File: src/lws_pkg.sv
`timescale 1ns / 1ps
`default_nettype none

package lws_pkg;

   // Fixed widths of the statistics words
   localparam int SUM_BITS       = 64;
   localparam int CNT_BITS       = 32;
   localparam int ROOT_BITS      = 32;
   localparam int CSR_INDEX_BITS = 2;
   localparam int CSR_DATA_BITS  = 48;

   typedef logic [CSR_INDEX_BITS-1:0] csr_index_type;

   // Register map
   localparam csr_index_type CSR_PERIOD_COUNT   = 2'd0;
   localparam csr_index_type CSR_PERIOD_TIME_US = 2'd1;
   localparam csr_index_type CSR_START_TIME_US  = 2'd2;

   // Report kinds
   localparam logic KIND_PERIOD = 1'b0;
   localparam logic KIND_TOTAL  = 1'b1;

endpackage

`default_nettype wire

File: src/lws_req_if.sv
`timescale 1ns / 1ps
`default_nettype none

interface lws_req_if #(
   parameter int LAT_W  = 24,
   parameter int TIME_W = 48
);
   logic              valid;
   logic              ready;
   logic [LAT_W-1:0]  latency_us;
   logic [TIME_W-1:0] next_time_us;
   logic              final_req;

   modport source (output valid, latency_us, next_time_us, final_req, input ready);
   modport sink (input valid, latency_us, next_time_us, final_req, output ready);
endinterface

`default_nettype wire

File: src/lws_rsp_if.sv
`timescale 1ns / 1ps
`default_nettype none

interface lws_rsp_if #(
   parameter int LAT_W = 24
);
   logic             valid;
   logic             ready;
   logic             report_kind;
   logic [31:0]      sample_count;
   logic [63:0]      latency_sum;
   logic [LAT_W-1:0] latency_min;
   logic [LAT_W-1:0] latency_max;
   logic [LAT_W-1:0] latency_mean;
   logic [LAT_W-1:0] latency_dev;
   logic             last_of_run;

   modport source (output valid, report_kind, sample_count, latency_sum, latency_min,
      latency_max, latency_mean, latency_dev, last_of_run, input ready);
   modport sink (input valid, report_kind, sample_count, latency_sum, latency_min,
      latency_max, latency_mean, latency_dev, last_of_run, output ready);
endinterface

`default_nettype wire

File: src/lws_csr_if.sv
`timescale 1ns / 1ps
`default_nettype none

interface lws_csr_if;
   logic        valid;
   logic        ready;
   logic [1:0]  index;
   logic [47:0] data;

   modport source (output valid, index, data, input ready);
   modport sink (input valid, index, data, output ready);
endinterface

`default_nettype wire

File: src/latency_window_statistics_top.sv
`timescale 1ns / 1ps
`default_nettype none

// Channel    Dir  Handshake      Payload
// req_chan   in   valid/ready    latency_us, next_time_us, final_req
// rsp_chan   out  valid/ready    report_kind .. last_of_run (one report per transfer)
// csr_chan   in   valid/ready    index, data (always ready)
//
// One item at a time: each report is built with two 64-step divider passes
// and a 32-step root. A time-based close adds one more 64-step divider pass
// for the deadline.
// Reset is synchronous and clears the statistics, configuration and control registers.
// A report waits in the output register; the sequencer stalls only when it
// has a second report and the first has not been taken.
module latency_window_statistics_top
   import lws_pkg::*;
#(
   parameter int LATENCY_BITS = 24,
   parameter int TIME_BITS    = 48
) (
   input  logic     clock,
   input  logic     reset,
   lws_req_if.sink  req_chan,
   lws_rsp_if.source rsp_chan,
   lws_csr_if.sink  csr_chan
);
   localparam int LW = LATENCY_BITS;
   localparam int TW = TIME_BITS;
   localparam logic [LW-1:0]       LAT_MAX   = '1;
   localparam logic [TW-1:0]       TIME_CEIL = '1;
   localparam logic [CNT_BITS-1:0] CNT_MAX   = '1;
   localparam logic [SUM_BITS-1:0] SUM_MAX   = '1;

   typedef enum logic [3:0] {
      ST_IDLE, ST_MUL, ST_ACC, ST_CHK, ST_MEAN, ST_MS, ST_SQM, ST_SQS,
      ST_SQW, ST_EMIT, ST_FOLDP, ST_ADV, ST_FOLDT, ST_CLEAR
   } state_type;

   state_type state_ff;

   // Configuration
   logic [CNT_BITS-1:0] pcount_ff;
   logic [CNT_BITS-1:0] ptime_ff;
   logic [TW-1:0]       start_ff;

   // Captured item
   logic [LW-1:0] lat_ff;
   logic [TW-1:0] next_ff;
   logic          fin_ff;

   // Statistics
   logic [CNT_BITS-1:0] w_cnt_ff, r_cnt_ff;
   logic [SUM_BITS-1:0] w_sum_ff, r_sum_ff;
   logic [SUM_BITS-1:0] w_sq_ff, r_sq_ff;
   logic [LW-1:0]       w_low_ff, r_low_ff;
   logic [LW-1:0]       w_high_ff, r_high_ff;
   logic [TW-1:0]       deadline_ff;
   logic                started_ff;

   // Report work
   logic                kind_ff;
   logic                adv_ff;
   logic [2*LW-1:0]     prod_ff;
   logic [LW-1:0]       mean_ff;
   logic [SUM_BITS-1:0] ms_ff;
   logic [LW-1:0]       dev_ff;
   logic                div_start_ff;
   logic                sqrt_start_ff;

   // Output register
   logic                rsp_valid_ff;
   logic                o_kind_ff;
   logic [CNT_BITS-1:0] o_cnt_ff;
   logic [SUM_BITS-1:0] o_sum_ff;
   logic [LW-1:0]       o_min_ff, o_max_ff, o_mean_ff, o_dev_ff;
   logic                o_last_ff;

   logic                 div_done;
   logic [SUM_BITS-1:0]  div_quo;
   logic [CNT_BITS-1:0]  div_rem;
   logic [SUM_BITS-1:0]  div_dividend;
   logic [CNT_BITS-1:0]  div_divisor;
   logic                 sqrt_done;
   logic [ROOT_BITS-1:0] sqrt_root;
   logic [SUM_BITS-1:0]  radicand;

   logic [LW-1:0]       mul_a;
   logic [2*LW-1:0]     prod_in;
   logic [CNT_BITS-1:0] w_cnt_inc;
   logic [SUM_BITS:0]   w_sum_add, w_sq_add;
   logic [CNT_BITS:0]   f_cnt_add;
   logic [SUM_BITS:0]   f_sum_add, f_sq_add;
   logic [TW:0]         load_add, adv_add;
   logic [TW-1:0]       diff, base;
   logic                adv_now, close_now;
   logic [CNT_BITS-1:0] src_cnt;
   logic [SUM_BITS-1:0] src_sum, src_sq;
   logic [LW-1:0]       src_low, src_high;
   logic [LW-1:0]       mean_in, dev_in;
   logic                out_free, do_fold, req_acc, rsp_acc, emit_now;

   assign req_acc  = req_chan.valid && req_chan.ready;
   assign rsp_acc  = rsp_valid_ff && rsp_chan.ready;
   assign out_free = !rsp_valid_ff || rsp_chan.ready;
   assign emit_now = (state_ff == ST_EMIT) && out_free;

   // Shared multiplier: latency square, then mean square
   assign mul_a   = (state_ff == ST_MUL) ? lat_ff : mean_ff;
   assign prod_in = (2*LW)'(mul_a) * (2*LW)'(mul_a);

   // Window accumulate, saturating
   assign w_cnt_inc = (w_cnt_ff == CNT_MAX) ? w_cnt_ff : w_cnt_ff + 1'b1;
   assign w_sum_add = {1'b0, w_sum_ff} + (SUM_BITS+1)'(lat_ff);
   assign w_sq_add  = {1'b0, w_sq_ff} + (SUM_BITS+1)'(prod_ff);

   // Fold window into run, saturating
   assign f_cnt_add = {1'b0, r_cnt_ff} + {1'b0, w_cnt_ff};
   assign f_sum_add = {1'b0, r_sum_ff} + {1'b0, w_sum_ff};
   assign f_sq_add  = {1'b0, r_sq_ff} + {1'b0, w_sq_ff};

   // Period close and deadline arithmetic
   assign adv_now   = (ptime_ff != '0) && (next_ff >= deadline_ff);
   assign close_now = ((pcount_ff != '0) && (w_cnt_ff >= pcount_ff)) || adv_now;
   assign load_add  = {1'b0, start_ff} + (TW+1)'(ptime_ff);
   assign diff      = next_ff - deadline_ff;
   assign base      = next_ff - TW'(div_rem);
   assign adv_add   = {1'b0, base} + (TW+1)'(ptime_ff);

   // Report source
   assign src_cnt  = (kind_ff == KIND_TOTAL) ? r_cnt_ff : w_cnt_ff;
   assign src_sum  = (kind_ff == KIND_TOTAL) ? r_sum_ff : w_sum_ff;
   assign src_sq   = (kind_ff == KIND_TOTAL) ? r_sq_ff : w_sq_ff;
   assign src_low  = (kind_ff == KIND_TOTAL) ? r_low_ff : w_low_ff;
   assign src_high = (kind_ff == KIND_TOTAL) ? r_high_ff : w_high_ff;

   always_comb begin
      case (state_ff)
         ST_MEAN: begin
            div_dividend = src_sum;
            div_divisor  = src_cnt;
         end
         ST_MS: begin
            div_dividend = src_sq;
            div_divisor  = src_cnt;
         end
         default: begin
            div_dividend = SUM_BITS'(diff);
            div_divisor  = ptime_ff;
         end
      endcase
   end

   assign mean_in  = (div_quo > SUM_BITS'(LAT_MAX)) ? LAT_MAX : div_quo[LW-1:0];
   assign dev_in   = (sqrt_root > ROOT_BITS'(LAT_MAX)) ? LAT_MAX : sqrt_root[LW-1:0];
   assign radicand = (ms_ff > SUM_BITS'(prod_ff)) ? ms_ff - SUM_BITS'(prod_ff) : '0;
   assign do_fold  = (state_ff == ST_FOLDP) || (state_ff == ST_FOLDT);

   lws_div u_div (
      .clock     (clock),
      .reset     (reset),
      .start     (div_start_ff),
      .dividend  (div_dividend),
      .divisor   (div_divisor),
      .done      (div_done),
      .quotient  (div_quo),
      .remainder (div_rem)
   );

   lws_sqrt u_sqrt (
      .clock    (clock),
      .reset    (reset),
      .start    (sqrt_start_ff),
      .radicand (radicand),
      .done     (sqrt_done),
      .root     (sqrt_root)
   );

   // Sequencer, statistics and output register
   always_ff @(posedge clock) begin
      if (reset) begin
         state_ff      <= ST_IDLE;
         pcount_ff     <= '0;
         ptime_ff      <= '0;
         start_ff      <= '0;
         w_cnt_ff      <= '0;
         w_sum_ff      <= '0;
         w_sq_ff       <= '0;
         w_low_ff      <= LAT_MAX;
         w_high_ff     <= '0;
         r_cnt_ff      <= '0;
         r_sum_ff      <= '0;
         r_sq_ff       <= '0;
         r_low_ff      <= LAT_MAX;
         r_high_ff     <= '0;
         deadline_ff   <= '0;
         started_ff    <= 1'b0;
         kind_ff       <= KIND_PERIOD;
         adv_ff        <= 1'b0;
         div_start_ff  <= 1'b0;
         sqrt_start_ff <= 1'b0;
         rsp_valid_ff  <= 1'b0;
      end else begin
         div_start_ff  <= 1'b0;
         sqrt_start_ff <= 1'b0;

         // Configuration transfer
         if (csr_chan.valid) begin
            case (csr_chan.index)
               CSR_PERIOD_COUNT:   pcount_ff <= csr_chan.data[CNT_BITS-1:0];
               CSR_PERIOD_TIME_US: ptime_ff  <= csr_chan.data[CNT_BITS-1:0];
               CSR_START_TIME_US:  start_ff  <= TW'(csr_chan.data);
               default: ;
            endcase
         end

         // Output valid: load a new report, or drop the one just taken
         if (emit_now) begin
            rsp_valid_ff <= 1'b1;
         end else if (rsp_acc) begin
            rsp_valid_ff <= 1'b0;
         end

         case (state_ff)
            ST_IDLE: begin
               if (req_acc) begin
                  lat_ff   <= req_chan.latency_us;
                  next_ff  <= req_chan.next_time_us;
                  fin_ff   <= req_chan.final_req;
                  state_ff <= ST_MUL;
               end
            end
            ST_MUL: begin
               prod_ff <= prod_in;
               if (!started_ff) begin
                  deadline_ff <= load_add[TW] ? TIME_CEIL : load_add[TW-1:0];
                  started_ff  <= 1'b1;
               end
               state_ff <= ST_ACC;
            end
            ST_ACC: begin
               w_cnt_ff <= w_cnt_inc;
               w_sum_ff <= w_sum_add[SUM_BITS] ? SUM_MAX : w_sum_add[SUM_BITS-1:0];
               w_sq_ff  <= w_sq_add[SUM_BITS] ? SUM_MAX : w_sq_add[SUM_BITS-1:0];
               if (lat_ff < w_low_ff) begin
                  w_low_ff <= lat_ff;
               end
               if (lat_ff > w_high_ff) begin
                  w_high_ff <= lat_ff;
               end
               state_ff <= ST_CHK;
            end
            ST_CHK: begin
               adv_ff <= adv_now;
               if (close_now) begin
                  kind_ff      <= KIND_PERIOD;
                  div_start_ff <= 1'b1;
                  state_ff     <= ST_MEAN;
               end else if (fin_ff) begin
                  state_ff <= ST_FOLDT;
               end else begin
                  state_ff <= ST_IDLE;
               end
            end
            ST_MEAN: begin
               if (div_done) begin
                  mean_ff      <= mean_in;
                  div_start_ff <= 1'b1;
                  state_ff     <= ST_MS;
               end
            end
            ST_MS: begin
               if (div_done) begin
                  ms_ff    <= div_quo;
                  state_ff <= ST_SQM;
               end
            end
            ST_SQM: begin
               prod_ff  <= prod_in;
               state_ff <= ST_SQS;
            end
            ST_SQS: begin
               sqrt_start_ff <= 1'b1;
               state_ff      <= ST_SQW;
            end
            ST_SQW: begin
               if (sqrt_done) begin
                  dev_ff   <= dev_in;
                  state_ff <= ST_EMIT;
               end
            end
            ST_EMIT: begin
               if (out_free) begin
                  o_kind_ff    <= kind_ff;
                  o_cnt_ff     <= src_cnt;
                  o_sum_ff     <= src_sum;
                  o_min_ff     <= src_low;
                  o_max_ff     <= src_high;
                  o_mean_ff    <= mean_ff;
                  o_dev_ff     <= dev_ff;
                  o_last_ff    <= (kind_ff == KIND_TOTAL) || !fin_ff;
                  state_ff     <= (kind_ff == KIND_TOTAL) ? ST_CLEAR : ST_FOLDP;
               end
            end
            ST_FOLDP: begin
               if (adv_ff) begin
                  div_start_ff <= 1'b1;
                  state_ff     <= ST_ADV;
               end else begin
                  state_ff <= fin_ff ? ST_FOLDT : ST_IDLE;
               end
            end
            ST_ADV: begin
               if (div_done) begin
                  deadline_ff <= adv_add[TW] ? TIME_CEIL : adv_add[TW-1:0];
                  state_ff    <= fin_ff ? ST_FOLDT : ST_IDLE;
               end
            end
            ST_FOLDT: begin
               kind_ff      <= KIND_TOTAL;
               div_start_ff <= 1'b1;
               state_ff     <= ST_MEAN;
            end
            ST_CLEAR: begin
               r_cnt_ff    <= '0;
               r_sum_ff    <= '0;
               r_sq_ff     <= '0;
               r_low_ff    <= LAT_MAX;
               r_high_ff   <= '0;
               deadline_ff <= '0;
               started_ff  <= 1'b0;
               state_ff    <= ST_IDLE;
            end
            default: state_ff <= ST_IDLE;
         endcase

         // Fold the window into the run totals and reopen the window
         if (do_fold) begin
            r_cnt_ff  <= f_cnt_add[CNT_BITS] ? CNT_MAX : f_cnt_add[CNT_BITS-1:0];
            r_sum_ff  <= f_sum_add[SUM_BITS] ? SUM_MAX : f_sum_add[SUM_BITS-1:0];
            r_sq_ff   <= f_sq_add[SUM_BITS] ? SUM_MAX : f_sq_add[SUM_BITS-1:0];
            if (w_low_ff < r_low_ff) begin
               r_low_ff <= w_low_ff;
            end
            if (w_high_ff > r_high_ff) begin
               r_high_ff <= w_high_ff;
            end
            w_cnt_ff  <= '0;
            w_sum_ff  <= '0;
            w_sq_ff   <= '0;
            w_low_ff  <= LAT_MAX;
            w_high_ff <= '0;
         end
      end
   end

   assign req_chan.ready = (state_ff == ST_IDLE);
   assign csr_chan.ready = 1'b1;

   assign rsp_chan.valid        = rsp_valid_ff;
   assign rsp_chan.report_kind  = o_kind_ff;
   assign rsp_chan.sample_count = o_cnt_ff;
   assign rsp_chan.latency_sum  = o_sum_ff;
   assign rsp_chan.latency_min  = o_min_ff;
   assign rsp_chan.latency_max  = o_max_ff;
   assign rsp_chan.latency_mean = o_mean_ff;
   assign rsp_chan.latency_dev  = o_dev_ff;
   assign rsp_chan.last_of_run  = o_last_ff;

   // Divider results only arrive while the sequencer waits for them
   a_div_done_waiting: assert property (@(posedge clock) disable iff (reset)
      div_done |-> (state_ff == ST_MEAN || state_ff == ST_MS || state_ff == ST_ADV))
      else $error("divider finished outside a wait state");

   // An accepted item blocks the next one
   a_one_item: assert property (@(posedge clock) disable iff (reset)
      req_acc |=> !req_chan.ready)
      else $error("second item taken while one is in work");

   // A report never overwrites one that is still waiting
   a_no_overwrite: assert property (@(posedge clock) disable iff (reset)
      (rsp_valid_ff && !rsp_chan.ready) |=> rsp_valid_ff)
      else $error("waiting report lost");

   // A filled window keeps low at or below high
   a_window_order: assert property (@(posedge clock) disable iff (reset)
      (w_cnt_ff != '0) |-> (w_low_ff <= w_high_ff))
      else $error("window extremes out of order");

   // Nothing is counted before a run starts
   a_empty_before_start: assert property (@(posedge clock) disable iff (reset)
      !started_ff |-> (w_cnt_ff == '0 && r_cnt_ff == '0))
      else $error("statistics present before run start");
endmodule

`default_nettype wire

File: src/lws_div.sv
`timescale 1ns / 1ps
`default_nettype none

// Restoring divider, one quotient bit per cycle
module lws_div
   import lws_pkg::*;
(
   input  logic                clock,
   input  logic                reset,
   input  logic                start,
   input  logic [SUM_BITS-1:0] dividend,
   input  logic [CNT_BITS-1:0] divisor,
   output logic                done,
   output logic [SUM_BITS-1:0] quotient,
   output logic [CNT_BITS-1:0] remainder
);
   localparam int STEP_W = $clog2(SUM_BITS);
   localparam logic [STEP_W-1:0] LAST_STEP = STEP_W'(SUM_BITS - 1);

   logic [SUM_BITS-1:0] quo_ff;
   logic [CNT_BITS-1:0] rem_ff;
   logic [CNT_BITS-1:0] dsr_ff;
   logic [STEP_W-1:0]   step_ff;
   logic                busy_ff;
   logic                done_ff;

   logic [CNT_BITS:0] trial;
   logic [CNT_BITS:0] diff;
   logic              fits;

   // Shift in the next dividend bit and try the subtract
   assign trial = {rem_ff, quo_ff[SUM_BITS-1]};
   assign diff  = trial - {1'b0, dsr_ff};
   assign fits  = trial >= {1'b0, dsr_ff};

   always_ff @(posedge clock) begin
      if (reset) begin
         busy_ff <= 1'b0;
         done_ff <= 1'b0;
         step_ff <= '0;
      end else begin
         done_ff <= 1'b0;
         if (start) begin
            quo_ff  <= dividend;
            rem_ff  <= '0;
            dsr_ff  <= divisor;
            step_ff <= '0;
            busy_ff <= 1'b1;
         end else if (busy_ff) begin
            quo_ff  <= {quo_ff[SUM_BITS-2:0], fits};
            rem_ff  <= fits ? diff[CNT_BITS-1:0] : trial[CNT_BITS-1:0];
            step_ff <= step_ff + 1'b1;
            if (step_ff == LAST_STEP) begin
               busy_ff <= 1'b0;
               done_ff <= 1'b1;
            end
         end
      end
   end

   assign done      = done_ff;
   assign quotient  = quo_ff;
   assign remainder = rem_ff;
endmodule

`default_nettype wire

File: src/lws_sqrt.sv
`timescale 1ns / 1ps
`default_nettype none

// Digit-by-digit integer square root, two radicand bits per cycle
module lws_sqrt
   import lws_pkg::*;
(
   input  logic                 clock,
   input  logic                 reset,
   input  logic                 start,
   input  logic [SUM_BITS-1:0]  radicand,
   output logic                 done,
   output logic [ROOT_BITS-1:0] root
);
   localparam int STEP_W = $clog2(ROOT_BITS);
   localparam logic [STEP_W-1:0] LAST_STEP = STEP_W'(ROOT_BITS - 1);
   localparam int REM_W = ROOT_BITS + 2;
   localparam int ACC_W = ROOT_BITS + 4;

   logic [SUM_BITS-1:0]  rad_ff;
   logic [REM_W-1:0]     rem_ff;
   logic [ROOT_BITS-1:0] root_ff;
   logic [STEP_W-1:0]    step_ff;
   logic                 busy_ff;
   logic                 done_ff;

   logic [ACC_W-1:0] acc;
   logic [ACC_W-1:0] trial;
   logic [ACC_W-1:0] diff;
   logic             fits;

   assign acc   = {rem_ff, rad_ff[SUM_BITS-1 -: 2]};
   assign trial = {2'b00, root_ff, 2'b01};
   assign diff  = acc - trial;
   assign fits  = acc >= trial;

   always_ff @(posedge clock) begin
      if (reset) begin
         busy_ff <= 1'b0;
         done_ff <= 1'b0;
         step_ff <= '0;
      end else begin
         done_ff <= 1'b0;
         if (start) begin
            rad_ff  <= radicand;
            rem_ff  <= '0;
            root_ff <= '0;
            step_ff <= '0;
            busy_ff <= 1'b1;
         end else if (busy_ff) begin
            rad_ff  <= {rad_ff[SUM_BITS-3:0], 2'b00};
            root_ff <= {root_ff[ROOT_BITS-2:0], fits};
            rem_ff  <= fits ? diff[REM_W-1:0] : acc[REM_W-1:0];
            step_ff <= step_ff + 1'b1;
            if (step_ff == LAST_STEP) begin
               busy_ff <= 1'b0;
               done_ff <= 1'b1;
            end
         end
      end
   end

   assign done = done_ff;
   assign root = root_ff;
endmodule

`default_nettype wire

File: src/flat_wrapper.sv
// flat-port wrapper written by rule: the top's interface ports become plain ports
module latency_window_statistics_top_flat import lws_pkg::*;
#(
   parameter int LATENCY_BITS = 24,
   parameter int TIME_BITS    = 48
)
  (clock, reset, req_chan_valid, req_chan_latency_us, req_chan_next_time_us, req_chan_final_req, req_chan_ready, rsp_chan_valid, rsp_chan_report_kind, rsp_chan_sample_count, rsp_chan_latency_sum, rsp_chan_latency_min, rsp_chan_latency_max, rsp_chan_latency_mean, rsp_chan_latency_dev, rsp_chan_last_of_run, rsp_chan_ready, csr_chan_valid, csr_chan_index, csr_chan_data, csr_chan_ready);
  lws_req_if #(.LAT_W(24), .TIME_W(48)) req_chan_i ();
  lws_rsp_if #(.LAT_W(24)) rsp_chan_i ();
  lws_csr_if csr_chan_i ();
  input  logic clock;
  input  logic reset;
  input wire logic [$bits(req_chan_i.valid)-1:0] req_chan_valid;
  input wire logic [$bits(req_chan_i.latency_us)-1:0] req_chan_latency_us;
  input wire logic [$bits(req_chan_i.next_time_us)-1:0] req_chan_next_time_us;
  input wire logic [$bits(req_chan_i.final_req)-1:0] req_chan_final_req;
  output wire logic [$bits(req_chan_i.ready)-1:0] req_chan_ready;
  output wire logic [$bits(rsp_chan_i.valid)-1:0] rsp_chan_valid;
  output wire logic [$bits(rsp_chan_i.report_kind)-1:0] rsp_chan_report_kind;
  output wire logic [$bits(rsp_chan_i.sample_count)-1:0] rsp_chan_sample_count;
  output wire logic [$bits(rsp_chan_i.latency_sum)-1:0] rsp_chan_latency_sum;
  output wire logic [$bits(rsp_chan_i.latency_min)-1:0] rsp_chan_latency_min;
  output wire logic [$bits(rsp_chan_i.latency_max)-1:0] rsp_chan_latency_max;
  output wire logic [$bits(rsp_chan_i.latency_mean)-1:0] rsp_chan_latency_mean;
  output wire logic [$bits(rsp_chan_i.latency_dev)-1:0] rsp_chan_latency_dev;
  output wire logic [$bits(rsp_chan_i.last_of_run)-1:0] rsp_chan_last_of_run;
  input wire logic [$bits(rsp_chan_i.ready)-1:0] rsp_chan_ready;
  input wire logic [$bits(csr_chan_i.valid)-1:0] csr_chan_valid;
  input wire logic [$bits(csr_chan_i.index)-1:0] csr_chan_index;
  input wire logic [$bits(csr_chan_i.data)-1:0] csr_chan_data;
  output wire logic [$bits(csr_chan_i.ready)-1:0] csr_chan_ready;
  assign req_chan_i.valid = req_chan_valid;
  assign req_chan_i.latency_us = req_chan_latency_us;
  assign req_chan_i.next_time_us = req_chan_next_time_us;
  assign req_chan_i.final_req = req_chan_final_req;
  assign req_chan_ready = req_chan_i.ready;
  assign rsp_chan_valid = rsp_chan_i.valid;
  assign rsp_chan_report_kind = rsp_chan_i.report_kind;
  assign rsp_chan_sample_count = rsp_chan_i.sample_count;
  assign rsp_chan_latency_sum = rsp_chan_i.latency_sum;
  assign rsp_chan_latency_min = rsp_chan_i.latency_min;
  assign rsp_chan_latency_max = rsp_chan_i.latency_max;
  assign rsp_chan_latency_mean = rsp_chan_i.latency_mean;
  assign rsp_chan_latency_dev = rsp_chan_i.latency_dev;
  assign rsp_chan_last_of_run = rsp_chan_i.last_of_run;
  assign rsp_chan_i.ready = rsp_chan_ready;
  assign csr_chan_i.valid = csr_chan_valid;
  assign csr_chan_i.index = csr_chan_index;
  assign csr_chan_i.data = csr_chan_data;
  assign csr_chan_ready = csr_chan_i.ready;
  latency_window_statistics_top #(.LATENCY_BITS(LATENCY_BITS), .TIME_BITS(TIME_BITS)) u_core (.clock(clock), .reset(reset), .req_chan(req_chan_i), .rsp_chan(rsp_chan_i), .csr_chan(csr_chan_i));
endmodule
File: config.mk
export PLATFORM = sky130hd
export DESIGN_NAME = latency_window_statistics_top_flat
export DESIGN_NICKNAME = d
export VERILOG_FILES = /design/src/lws_pkg.sv /design/src/lws_req_if.sv /design/src/lws_rsp_if.sv /design/src/lws_csr_if.sv /design/src/latency_window_statistics_top.sv /design/src/lws_div.sv /design/src/lws_sqrt.sv /design/src/flat_wrapper.sv
export SDC_FILE = /design/constraint.sdc
export NUM_CORES = 2
export LEC_CHECK = 0
export ABC_CLOCK_PERIOD_IN_PS = 26900
export BUFFER_PORTS_ARGS = -buffer_cell sky130_fd_sc_hd__buf_4
export CAP_MARGIN = 20
export CORE_MARGIN = 8
export CORE_UTILIZATION = 58
export DETAILED_ROUTE_END_ITERATION = 8
export PLACE_DENSITY_LB_ADDON = 0.08
export SLEW_MARGIN = 25
export SYNTH_ARGS = -nofsm -noshare
export SYNTH_HDL_FRONTEND = slang
export SYNTH_HIERARCHICAL = 1
export SYNTH_SLANG_ARGS = --single-unit
File: constraint.sdc
create_clock -name clock -period 26.9 [get_ports clock]
set_clock_uncertainty 0.05 [all_clocks]
set_input_delay 5.38 -clock clock [delete_from_list [all_inputs] [get_ports clock]]
set_output_delay 5.38 -clock clock [all_outputs]
set_load 0.01 [all_outputs]
==> results.json <==
{
  "status": "finished, final reports clean",
  "antenna_found_initial": 22,
  "whs_ps": 366.9,
  "cts_resized": 0,
  "clockRootBuffer": "clkbuf_16",
  "drt_iter0_drc": 7849,
  "grt_first_pass_wirelength_microns": 492800,
  "cts_buffer_depth": 3,
  "wl_met3_microns": 26950,
  "final_common_cell": "inv_1",
  "initial_utilization": 0.5822,
  "syn_avg_cell_area_sq_um": 9.039,
  "seq_area_sq_um": 32580,
  "post-cts-setup-buffers": 0,
  "slowest_delay_ps": 1050,
  "yosysUniqueCellTypes": 110,
  "arrival_ps": 11760,
  "synth_ff_type": "edfxtp_1",
  "std_cell_rows": 151,
  "worstRegToRegCells": 33,
  "min_period_ps": 11250,
  "drive_above_1_share": 0.1012,
  "tightestPinTransition_ps": 1073,
  "die_h_microns": 427.8,
  "rsz0062_at_grt": "no",
  "final_hold_viol_count": 0,
  "fin_setup_tns_ps": 0,
  "yosys_warnings": 6,
  "fill_cells": 14360,
  "r2r_slack_ps": 15650,
  "nNetsFinal": 12310,
  "stdcell_count": 13310,
  "core-area_sq_um": 168900,
  "numCtsBuffers": 151,
  "io_pins": 325,
  "report.final.slew_viol_count": 0,
  "layout_worst_path_cycle_share": 0.4182,
  "grt_pass1_vias": 81640,
  "hold_start": "u_core/dev_ff[20]",
  "overflow": 0,
  "crit_path_start_kind": "register",
  "htree_levels": 4,
  "syn_nets": 12240,
  "antenna_left": 0,
  "clk_pin_slew_ps": 70,
  "hold_buffers": 0,
  "drt-total-wl_microns": 329300,
  "clock_sinks": 1285,
  "gp_congestion": 1.015,
  "cp_max_fo": 30,
  "wl_per_cell_microns": 24.73,
  "max_slew_margin": 0.2845,
  "first_pass_iters": 7,
  "startpoint": "u_core/state_ff[0]",
  "fmax_mhz": 88.90,
  "die_area_sq_um": 183000,
  "synth_area_sq_um": 98330,
  "whs_endpoint": "u_core/rsp_chan.latency_dev[20]",
  "track_usage": 0.3497,
  "synth_edf_count": 684,
  "async_flop_share": 0,
  "place_hpwl_microns": 251900,
  "drc_errors": 0,
  "reg2reg_from": "u_core/state_ff[0]",
  "wl_met1_microns": 133300,
  "min_path_cells": 0,
  "ys_seq_elements": 1285,
  "synthCells": 10880,
  "clock_latency_ps": 820,
  "reg2reg_to": "u_core/prod_ff[44]",
  "grt_max_degree": 186,
  "synth-seq-area-share": 0.3312,
  "via_per_inst": 6.289,
  "wl_met2_microns": 146100,
  "die_w_microns": 427.8,
  "numPlacedInstances": 13010,
  "worstSetupPathType": "reg2reg",
  "hp-class": "reg2reg",
  "critPathRequiredTime_ps": 27410,
  "vias": 83720,
  "final_cell_area_sq_um": 108100,
  "dpl_cell_area_sq_um": 102600,
  "numPortBuffers": 323,
  "mostFrequentLayoutCells": "1078 x inv_1, 1073 x a21oi_1, 1011 x nand2_1",
  "cts_tree": "built",
  "cap_viol_max_count": 0,
  "setup_viol": 0,
  "slowest_stage": "clkinv_1",
  "multi_input_area_sq_um": 59930,
  "worstSetupEndpointType": "register",
  "route.top_layer_used": "met5",
  "syn2layout_area_growth_pct": 9.949
}
flip-flops by register name, indices dropped and copies added, names as in the netlist, 34 cells and up:
| name | count |
|---|---|
| u_core/deadline_ff | 48 |
| u_core/ms_ff | 64 |
| u_core/next_ff | 48 |
| u_core/prod_ff | 47 |
| u_core/r_sq_ff | 64 |
| u_core/r_sum_ff | 64 |
| u_core/rsp_chan.latency_sum | 64 |
| u_core/start_ff | 48 |
| u_core/u_div/quotient | 64 |
| u_core/u_sqrt/rad_ff | 64 |
| u_core/u_sqrt/rem_ff | 34 |
| u_core/w_sq_ff | 64 |
| u_core/w_sum_ff | 64 |
logic make-up after synthesis:
group	count (synthesis)	synth area share
simple gates	2921	0.1394
compound gates	2911	0.1859
buf+inv	1597	0.06176
flops	1285	0.3312
fa+ha+maj	1232	0.1905
xor+xnor	556	0.04952
mux	376	0.04163
other cells	1	0.00003814
worst max-delay path, delay by kind of cell (launching register included):
| family | cells | cell delay, ps |
|---|---|---|
| AOI/OAI and AO/OA | 10 | 2190 |
| xor gates and xnor gates | 1 | 140 |
| adders and majority gates | 8 | 3860 |
| buffers and inverters | 9 | 1890 |
| DFF | 1 | 770 |
| muxes | 1 | 830 |
| and+or+nand+nor | 4 | 1160 |
metrics by stage:
stage / utilization / setup slack (ps)
6_report: 0.6401 / 15650
3_5_place_dp: 0.6077 / 15880
2_1_floorplan: - / 1390
4_1_cts: 0.6395 / 15840
5_1_grt: 0.6400 / 15270
3_3_place_gp: 0.6074 / 16110
cells in the mapped netlist (all sizes together), types with 13 or more instances:
cell type | number | share of area
nand3 | 217 | 0.011
a2111oi | 20 | 0.0021
a31oi | 107 | 0.0068
a21oi | 1081 | 0.055
inv | 1079 | 0.041
o21a | 104 | 0.0080
nand2 | 1015 | 0.039
nor3 | 138 | 0.0071
nor2b | 96 | 0.0061
o221ai | 56 | 0.0050
or4 | 16 | 0.0012
a211o | 21 | 0.0019
clkbuf | 451 | 0.017
and2 | 56 | 0.0036
mux2i | 112 | 0.011
a211oi | 147 | 0.011
fa | 442 | 0.090
edfxtp | 684 | 0.21
a311oi | 108 | 0.0096
xor2 | 251 | 0.022
o21bai | 79 | 0.0060
dfxtp | 601 | 0.12
and3 | 82 | 0.0053
a221oi | 31 | 0.0028
o211ai | 44 | 0.0034
a21boi | 16 | 0.0012
nor4 | 94 | 0.0060
or2 | 77 | 0.0049
o31a | 14 | 0.0012
nor2 | 748 | 0.029
a221o | 13 | 0.0013
nand4 | 131 | 0.0085
a41oi | 18 | 0.0016
o31ai | 37 | 0.0029
a21o | 316 | 0.024
xnor2 | 305 | 0.027
and4 | 37 | 0.0033
ha | 790 | 0.10
o22ai | 25 | 0.0016
mux2 | 264 | 0.030
buf | 61 | 0.0031
o21ai | 566 | 0.029
or3 | 49 | 0.0032
nand2b | 112 | 0.0071
cell type report:
class,count,share of cell area
clock inverter,101,0.01263
tap,2218,0.02567
clock buffer,181,0.03714
multi-input combinational,7997,0.5543
inverter,1085,0.03767
timing repair buffer,431,0.03093
antenna,14,0.0003240
sequential,1285,0.3014
metal layers:
metal	up-vias	global-route usage
li1	38690	-
met1	40550	0.4517
met2	3616	0.5477
met3	856	0.06570
met4	6	0.2096
met5	-	0
worst max-delay path by stage:
stage | to | slack (ps) | cells after the start
after global placement | u_core/prod_ff[44] | 16110 | 33
after CTS | u_core/prod_ff[44] | 15840 | 33
after floorplan | u_core/rsp_chan.last_of_run | 1390 | 4
after detailed placement | u_core/prod_ff[44] | 15880 | 33
after global routing | u_core/prod_ff[44] | 15270 | 33
final | u_core/prod_ff[44] | 15650 | 33
Power is not shown: default switching activity piles up to over one toggle a cycle in this logic, so the estimate is an artifact.
